File: config.mk
export PLATFORM = sky130hd
export DESIGN_NAME = tclp_cell
export DESIGN_NICKNAME = d
export VERILOG_FILES = /design/src/rtl/tclp_pkg.sv /design/src/rtl/tclp_cell.sv
export SDC_FILE = /design/constraint.sdc
export NUM_CORES = 1
export LEC_CHECK = 0
export BUFFER_PORTS_ARGS = -buffer_cell sky130_fd_sc_hd__buf_2
export CAP_MARGIN = 20
export CORE_MARGIN = 10
export CORE_UTILIZATION = 52
export CTS_BUF_LIST = sky130_fd_sc_hd__clkbuf_4 sky130_fd_sc_hd__clkbuf_8
export DETAILED_ROUTE_END_ITERATION = 10
export GPL_TIMING_DRIVEN = 0
export PLACE_DENSITY = 0.82
export SLEW_MARGIN = 20
export SYNTH_ARGS = -nofsm -noshare
export SYNTH_HDL_FRONTEND = slang
export SYNTH_SLANG_ARGS = --single-unit
File: constraint.sdc
create_clock -name clk -period 2.6 [get_ports clk]
set_input_delay 0.65 -clock clk [delete_from_list [all_inputs] [get_ports clk]]
set_output_delay 0.65 -clock clk [all_outputs]
set_load 0.05 [all_outputs]
File: src/rtl/tclp_pkg.sv
`timescale 1ns / 1ps
// ----------------------------------------------------------------------------
// tclp_pkg
// Shared widths, codes and types for the tile tag store.
// ----------------------------------------------------------------------------
package tclp_pkg;

  localparam int NUM_SLOTS = 64;
  localparam int MAX_ZOOM  = 20;
  localparam int IDX_W     = $clog2(NUM_SLOTS);
  localparam int SLOT_W    = 6;
  localparam int COORD_W   = 20;
  localparam int ZOOM_W    = 5;
  localparam int STAMP_W   = 32;
  localparam int CMD_W     = 2;
  localparam int STATUS_W  = 3;

  localparam logic [CMD_W-1:0] CMD_REQUEST = 2'd0;
  localparam logic [CMD_W-1:0] CMD_DONE    = 2'd1;

  localparam logic [STATUS_W-1:0] ST_VALID_HIT   = 3'd0;
  localparam logic [STATUS_W-1:0] ST_PENDING_HIT = 3'd1;
  localparam logic [STATUS_W-1:0] ST_ALLOCATED   = 3'd2;
  localparam logic [STATUS_W-1:0] ST_NO_SLOT     = 3'd3;
  localparam logic [STATUS_W-1:0] ST_COMPLETED   = 3'd4;
  localparam logic [STATUS_W-1:0] ST_STALE       = 3'd5;
  localparam logic [STATUS_W-1:0] ST_CLEARED     = 3'd6;

  typedef struct packed {
    logic [COORD_W-1:0] col;
    logic [COORD_W-1:0] row;
    logic [ZOOM_W-1:0]  zoom;
  } tag_t;

  typedef struct packed {
    logic               hit;
    logic               hit_valid;
    logic [IDX_W-1:0]   hit_idx;
    logic               free;
    logic [IDX_W-1:0]   free_idx;
    logic               lru;
    logic [IDX_W-1:0]   lru_idx;
    logic [STAMP_W-1:0] lru_stamp;
    logic               lru_valid;
    logic               done_match;
  } scan_t;

  typedef struct packed {
    logic               alloc;
    logic               touch;
    logic               done;
    logic               clear;
    logic [IDX_W-1:0]   idx;
    logic               ok;
    logic [STAMP_W-1:0] stamp;
  } upd_t;

endpackage

File: src/rtl/tclp_cell.sv
`timescale 1ns / 1ps
// ----------------------------------------------------------------------------
// tclp_cell
// One tag store entry; folds its entry into the passing scan word.
// ----------------------------------------------------------------------------
module tclp_cell import tclp_pkg::*; (
  input  logic             clk,
  input  logic             rst_n,
  input  logic [IDX_W-1:0] idx,
  input  tag_t             req_tag,
  input  logic [IDX_W-1:0] sel_idx,
  input  logic             sel_ok,
  input  upd_t             upd,
  input  scan_t            scan_in,
  output scan_t            scan_out
);

  tag_t               tag_r,   tag_nxt;
  logic               valid_r, valid_nxt;
  logic               pend_r,  pend_nxt;
  logic [STAMP_W-1:0] stamp_r, stamp_nxt;
  scan_t              scan_r,  scan_nxt;
  logic               match;
  logic               mine;

  assign match = (tag_r == req_tag);
  assign mine  = (upd.idx == idx);

  always_comb begin
    scan_nxt = scan_in;
    if (!scan_in.hit && (valid_r || pend_r) && match) begin
      scan_nxt.hit       = 1'b1;
      scan_nxt.hit_valid = valid_r;
      scan_nxt.hit_idx   = idx;
    end
    if (!scan_in.free && !valid_r && !pend_r) begin
      scan_nxt.free     = 1'b1;
      scan_nxt.free_idx = idx;
    end
    if (!pend_r && (!scan_in.lru || stamp_r < scan_in.lru_stamp)) begin
      scan_nxt.lru       = 1'b1;
      scan_nxt.lru_idx   = idx;
      scan_nxt.lru_stamp = stamp_r;
      scan_nxt.lru_valid = valid_r;
    end
    if (sel_ok && sel_idx == idx && pend_r && match) begin
      scan_nxt.done_match = 1'b1;
    end
  end

  always_comb begin
    tag_nxt   = tag_r;
    valid_nxt = valid_r;
    pend_nxt  = pend_r;
    stamp_nxt = stamp_r;
    if (upd.clear) begin
      tag_nxt   = '0;
      valid_nxt = 1'b0;
      stamp_nxt = '0;
    end else if (mine && upd.alloc) begin
      tag_nxt   = req_tag;
      valid_nxt = 1'b0;
      pend_nxt  = 1'b1;
      stamp_nxt = upd.stamp;
    end else if (mine && upd.touch) begin
      stamp_nxt = upd.stamp;
    end else if (mine && upd.done) begin
      valid_nxt = upd.ok;
      pend_nxt  = 1'b0;
    end
  end

  always_ff @(posedge clk) begin
    if (!rst_n) begin
      tag_r   <= '0;
      valid_r <= 1'b0;
      pend_r  <= 1'b0;
      stamp_r <= '0;
      scan_r  <= '0;
    end else begin
      tag_r   <= tag_nxt;
      valid_r <= valid_nxt;
      pend_r  <= pend_nxt;
      stamp_r <= stamp_nxt;
      scan_r  <= scan_nxt;
    end
  end

  assign scan_out = scan_r;

endmodule

Word level (Yosys, flattened, before mapping)
Cells that the tools add are included.

Magnitude comparators: 1. Equal/unequal tests: 4. Muxes and demuxes: 9. Bitwise logic cells: 3. Reduce and logical (&&, ||, !) cells: 24.

Operators with widths (number): 2-to-1 mux 32 bit (2); equality test 45 bit (1); 2-to-1 mux 40 bit (1); less-than comparator 32 bit (1); equality test 6 bit (2); logical AND 1 bit (11); 2-to-1 mux 8 bit (1); 2-to-1 mux 7 bit (1); logical NOT 1 bit (5); 2-to-1 mux 1 bit (4); nonzero test 2 bit (2); inverter 1 bit (3); AND reduction 3 bit (1); OR reduction 3 bit (1); logical OR 1 bit (2); inequality test 2 bit (second input constant) (1); AND reduction 2 bit (1); OR reduction 2 bit (1).

Register bits after elaboration: 135. Input bits: 159. Output and inout port bits: 56. Logic and storage cells: 57.

Longest topological paths before layout
Gate-level depths: netlist (run 1).

Depth in word-level cells: 5. Gate-level depth with buffers: 10. Depth with buffers taken out: 8.

Least setup slack after synthesis (run 1)
Ideal clock, no wire load.

Path type: input to register. Start: input port scan_in[16] (netlist name). End: register scan_r (netlist bit scan_out[28]). Setup time: 0.072 ns. Arrival time: 2.356 ns. Required time: 2.528 ns. Slack: 0.173 ns. Cell stages on the path: 10. Path buffers: 2. Cells stage by stage: inv_1 ha_1 a21oi_1 nand2_1 a221oi_1 nor2_1 nor4_4 buf_6 buf_8 mux2i_1.

Word-level cells in the longest chain between the ends: 4.

Ends and longest elaborated chain: start: declaration (RTL line tclp_cell.sv:14) `input scan_t scan_in,`; less-than comparator 32 bit (RTL line tclp_cell.sv:40) `if (!pend_r && (!scan_in.lru || stamp_r < scan_in.lru_stamp)) begin`; logical OR 1 bit (RTL line tclp_cell.sv:40); logical AND 1 bit (RTL line tclp_cell.sv:40); 2-to-1 mux 40 bit (RTL line tclp_cell.sv:40); end signal: assignment (RTL line tclp_cell.sv:85) `scan_r <= scan_nxt;`; end: declaration (RTL line tclp_cell.sv:22) `scan_t scan_r, scan_nxt;`.

No other way between the ends. A chain may end at the register's enable or synchronous reset.

Final worst setup path (run 1)
Start: input port scan_in[16] (netlist name). End: register scan_r (netlist bit scan_out[31]).

Same word-level chain as after synthesis.

==> results.ini, run 1 <==
[synthesis]
synthArstFlopShare_pct=0
synth-edff-count=0
yosysTopAreaCell=dfxtp_1
synth_top_area_share_pct=42.3
yosysWarnings=0
syn_inst=681
ys_seq_area_share_pct=42.3
synth_commonest_cells=dfxtp_1 (135), mux2i_1 (129), nand2_1 (92)
netlist_area_um2=6380
synth_cell_type_count=38
avgSynthCellArea_um2=9.37
yosysMostFrequentCell=dfxtp_1
synth_seq_cells=135
syn-num-nets=871
synthTopCellsByArea=dfxtp_1 (42%), mux2i_1 (20%), xnor2_1 (7.0%)
ys_dominant_reg_cell=dfxtp_1

[power_and_ir_drop]
power.total_mw=4.51
p_leak_nw=4.18
ir_drop_mv=0.432
swShare_pct=24.9
internal-power_mw=3.38
netSwitchingPower_mw=1.12
p_seq_share_pct=46.6
clkPwrFrac_pct=42.3
p_comb_share_pct=11.1
power_density_nw_per_um2=558

[min_path]
hold_depth=2
min_to=scan_out[0]$_SDFF_PN0_
holdCritPathClass=in2reg
worstHoldStart=scan_in[0]

[place]
port_buffers=213
place_area_um2=7630
dpl.hpwl_um=14100
place.gp.congestion=0.867
place_ws_ps=-209

[layout]
fin_area_um2=8080
multi_input_area_um2=3390
nNetsFinal=1103
layout-drive-gt1-share_pct=28.2
n_fill_cell=981
area_growth_pct=26.6
seqCellArea_um2=2700

[run]
timing.max_cap.violations=0

[worst_setup_path]
cp_num_buf_inv=4
rrSetupSlack_ps=240
crit_required_ps=2970
worstPathCellList=buf_2 -> inv_1 -> ha_1 -> a21oi_1 -> nand2_1 -> a221oi_1 -> nor2_1 -> nor4_4 -> buf_6 -> buf_8 -> mux2i_1
critPathKind=in2reg
timing.rr.end=scan_out[31]$_SDFF_PN0_
cpPeakStageDelay_ps=350
cp_top_family=simple AND/OR/NAND/NOR gates
cp-start-kind=input pin
crit_path_end_kind=flop
worstRegToRegCells=9
critical_path.max_fanout=10
cp.arrival_ps=2730
crit_slowest_cell=nor4_4
r2r-start=stamp_r[14]$_SDFFE_PP0P_

[global_routing]
grt_max_degree=17
grt_usage_pct=20.4
grt_pass1_wl_um=27100
gr-total-overflow=0
antenna_found_initial=1
grt_pass1_vias=5449

[cts]
clockBufferDepth=2
cts_resized=0
cts_setup_buffers=0
clk_pin_slew_ps=80
clk_latency_ps=460
cts_root_buf=clkbuf_8
cts_max_level=4
cts_tree=yes
cts_made_buffers=17
ctsHoldBuffers=0
cts_sinks=135

[timing]
slew_headroom_pct=55.6
grt_setup_unrepaired=no
hold_violations=0
fin_crit_ps=2360
slew_viol_final=0
setup_ws_ps=239
post-route-period-util_pct=90.8
max_freq_ghz=0.424
setup_viol=0
final.setup_skew_ps=15.4
setup_tns_ps=0
tightest_slew_ps=662

[floorplanning]
die_h_um=131
fp.dieArea_um2=17100
row_count=40
io_pins=215
core_area_um2=12000
die_width_um=131
initial_core_util_pct=53.1

[routing]
via_count=5476
avgRoutedWirePerCell_um=16.6
drc=0
final_antenna_net_count=0
wl_um=17900
vias_per_cell=5.09
dr.pass1.iters=5
initialDrtViolationCount=334

[status]
status=completed

-- cell families (layout without fill, tap and decap cells) --
kind of cell             count (synthesis)  count (layout)  share of synthesized area [%]
AO/OA/AOI/OAI                           31              31                           2.96
adder cells (fa/ha/maj)                 31              31                           6.08
multiplexers                           129             129                           20.2
AND/OR/NAND/NOR                        233             233                           16.1
flip-flops                             135             135                           42.3
XOR/XNOR                                57              57                           7.82
buffers and inverters                   65             310                           4.51
other                                    0               3                              0
-- final cells by class --
type | count | share of cell area [%]
antenna | 3 | 0.0929
sequential | 135 | 33.4
clock inverter | 13 | 2.20
multi-input combinational | 481 | 42.0
inverter | 33 | 1.53
buffer | 32 | 2.03
clock buffer | 19 | 3.24
timing repair buffer | 213 | 13.2
tap | 147 | 2.28
-- layout by cell type, fill, tap and decap left out, drive strengths merged, types with 4 or more instances in the layout --
cell type / n
mux2i: 129
nand2: 92
a21oi: 13
o21ai: 7
xor2: 6
nor2: 87
nor2b: 12
o21a: 4
buf: 225
dfxtp: 135
clkbuf: 39
xnor2: 51
nand3: 7
nor4: 6
inv: 33
ha: 31
nor3: 6
clkinv: 7
bufinv: 4
nand4: 15
-- worst register-to-register path: cells and delay by family (launching register included) --
kind            cells  cell delay [ps]
fa+ha+maj           1              300
compound gates      2              480
flops               1              330
simple gates        3              550
mux                 1              220
buf+inv             2              410
-- flip-flops by register name (all words and copies together), names as in the netlist --
name / cells
scan_out: 56
tag_r: 45
valid_r: 1
pend_r: 1
stamp_r: 32
-- how the worst max path moves through the flow --
stage	startpoint	end	slack, ps	cells past startpoint
floorplan	scan_in[16]	scan_out[28]$_SDFF_PN0_	170	10
global placement	scan_in[32]	scan_out[29]$_SDFF_PN0_	-160	11
detailed placement	scan_in[16]	scan_out[38]$_SDFF_PN0_	-210	11
CTS	stamp_r[14]$_SDFFE_PP0P_	scan_out[31]$_SDFF_PN0_	230	9
global route	stamp_r[14]$_SDFFE_PP0P_	scan_out[31]$_SDFF_PN0_	80	9
finish	scan_in[16]	scan_out[31]$_SDFF_PN0_	240	11
-- power by group through the flow --
stage                     clock network, mW  registers (mW)  logic, mW
after floorplan                           0            2.23      0.190
after global placement                    0            2.15      0.493
after detailed placement                  0            2.15      0.497
after CTS                              1.93            2.10      0.501
after global routing                   2.03            2.10      0.544
final                                  1.91            2.10      0.500
-- stage by stage --
step	hold WS, ps	utilization (%)	std cells
floorplan	445	-	681
global placement	469	63.6	1041
detailed placement	471	63.6	1041
CTS	384	67.2	1073
global route	393	67.2	1073
finish	405	67.3	1076
-- metal layers --
metal	routed length, µm	GRT usage (%)
met4	332	7.46
met3	1520	6.93
met1	7410	23.3
met2	8610	34.7
met5	0	0
Note: power is estimated with default switching activity, not from simulation.
==> run 2: changes to the inputs <==
REMOVE_ABC_BUFFERS = 1   (was default)
==> results.ini, run 2 (same netlist as run 1, synthesis figures left out) <==
[routing]
drc=0  ; unchanged
wl_um=17100  ; was 17,900 µm
avgRoutedWirePerCell_um=16.1  ; was 16.6 µm
via_count=5407  ; was 5,476
vias_per_cell=5.07  ; was 5.09
final_antenna_net_count=0  ; unchanged
dr.pass1.iters=4  ; was 5
initialDrtViolationCount=277  ; was 334

[status]
status=completed  ; unchanged

[global_routing]
grtUsageMet1_pct=21.9  ; was 23.3%
use_met3_pct=8.10  ; was 6.93%
grt-busiest-layer=met2  ; unchanged
grt_pass1_vias=5397  ; was 5,449
grt_pass1_wl_um=26500  ; was 27,100 µm
use_met2_pct=33.9  ; was 34.7%
antenna_found_initial=4  ; was 1
gr-total-overflow=0  ; unchanged
grt_usage_pct=19.7  ; was 20.4%
grt_max_degree=67  ; was 17

[timing]
tightest_slew_ps=725  ; was 662 ps
hold_violations=0  ; unchanged
fin_crit_ps=2480  ; was 2360 ps
final.setup_skew_ps=8.84  ; was 15.4 ps
slew_viol_final=0  ; unchanged
setup_viol=0  ; unchanged
grt_setup_unrepaired=yes  ; was no
post-route-period-util_pct=95.5  ; was 90.8%
slew_headroom_pct=51.4  ; was 55.6%
max_freq_ghz=0.403  ; was 0.424 GHz

[worst_setup_path]
critical_path.max_fanout=9  ; was 10
cp.arrival_ps=2850  ; was 2730 ps
critPathKind=in2reg  ; unchanged
crit_path_end_kind=flop  ; unchanged
cp-start-kind=input pin  ; unchanged
crit_required_ps=2970  ; about the same

[power_and_ir_drop]
ir_drop_mv=0.536  ; was 0.432 mV
power_density_nw_per_um2=551  ; was 558 nW/µm²
p_leak_nw=4.27  ; was 4.18 nW

[floorplanning]
fp.dieArea_um2=17100  ; unchanged
core_area_um2=12000  ; unchanged
die_width_um=131  ; unchanged
initial_core_util_pct=53.1  ; unchanged
io_pins=215  ; unchanged
row_count=40  ; unchanged
die_h_um=131  ; unchanged

[min_path]
holdCritPathClass=in2reg  ; unchanged

[layout]
layout-drive-gt1-share_pct=30.1  ; was 28.2%
nNetsFinal=1096  ; was 1,103
fin_util_pct=68.4  ; was 67.3%
final_cell_mix=buf_2 (213), dfxtp_1 (134), mux2i_1 (129)  ; was buf_2 (218), dfxtp_1 (135), mux2i_1 (129)
area_growth_pct=28.8  ; was 26.6%
largest_reg_flops=56  ; unchanged
fin_area_um2=8220  ; was 8080 µm²
final_common_cell=buf_2  ; unchanged

[cts]
clk_latency_ps=440  ; was 460 ps
clk_pin_slew_ps=70  ; was 80 ps
cts_max_level=4  ; unchanged
cts_root_buf=clkbuf_8  ; unchanged
clockBufferDepth=2  ; unchanged
cts_made_buffers=17  ; unchanged
cts_tree=yes  ; unchanged
cts_sinks=135  ; unchanged
ctsHoldBuffers=0  ; unchanged

[place]
place_area_um2=7650  ; was 7630 µm²
dpl.hpwl_um=13000  ; was 14,100 µm
place.gp.congestion=0.855  ; was 0.867
port_buffers=214  ; was 213

[run]
timing.max_cap.violations=0  ; unchanged

-- run 2: cell count changes in the layout (fill, tap and decap cells not counted), sizes merged --
cell / change
buf: +13
clkbuf: -19
clkinvlp: -1
diode: -2
-- run 2: worst paths after layout --
kind / cells past startpoint / startpoint / slack [ps] / endpoint
max reg2reg: 10 / stamp_r[14]$_SDFFE_PP0P_ / 130 / scan_out[37]$_SDFF_PN0_
min: 2 / scan_in[0] / 420 / scan_out[0]$_SDFF_PN0_
max: 12 / scan_in[16] / 120 / scan_out[37]$_SDFF_PN0_
min reg2reg: 2 / stamp_r[0]$_SDFFE_PP0P_ / 480 / scan_out[2]$_SDFF_PN0_
-- run 2: through the flow --
step,setup TNS [ps],hold slack [ps],instances,setup slack [ps],power (mW)
detailed placement,-24060,470,1022,-457,2.64
floorplan,-118970,445,649,-1280,2.40
CTS,0,390,1056,3.86,4.55
global placement,-265930,457,1010,-2460,2.62
global route,-30.5,397,1067,-16.7,4.71
finish,0,418,1067,117,4.53
-- run 2: timing repair --
| action | CTS | global route |
|---|---|---|
| buffers inserted | 2 | 10 |
| setup endpoints to repair | 3 | 29 |
| endpoints found under the hold margin | 0 | 0 |
| resized for setup | 0 | 3 |
| pin swaps | 1 | 4 |
-- run 2: cell type report --
type	count	area (µm²)
diodes	1	2.50
flip-flops and latches	135	2700
repair buffers	238	1340
clock inverters	12	174
fillers	922	3790
inverters	33	124
multi-input cells	481	3420
clock buffers	20	275
well taps	147	184
-- run 2: layer usage --
metal,share of wire [%],up-vias
met3,8.3,17
met4,0.98,4
met2,50,146
met5,0.11,-
met1,41,2513
li1,-,2727
-- run 2: power breakdown --
part | internal [mW] | leakage [nW] | switching [mW] | total, mW
logic | 0.208 | 2.94 | 0.289 | 0.497
registers | 2.09 | 1.09 | 0.00844 | 2.10
clock network | 1.12 | 0.228 | 0.815 | 1.93
-- run 2: critical path: stages --
cell and delay [ps]:
buf_2 90, inv_1 40, ha_1 320, a21oi_1 160
nand2_1 70, a221oi_1 310, nor2_1 130, nor4_4 360
buf_6 180, buf_6 160, buf_4 180, mux2i_1 200
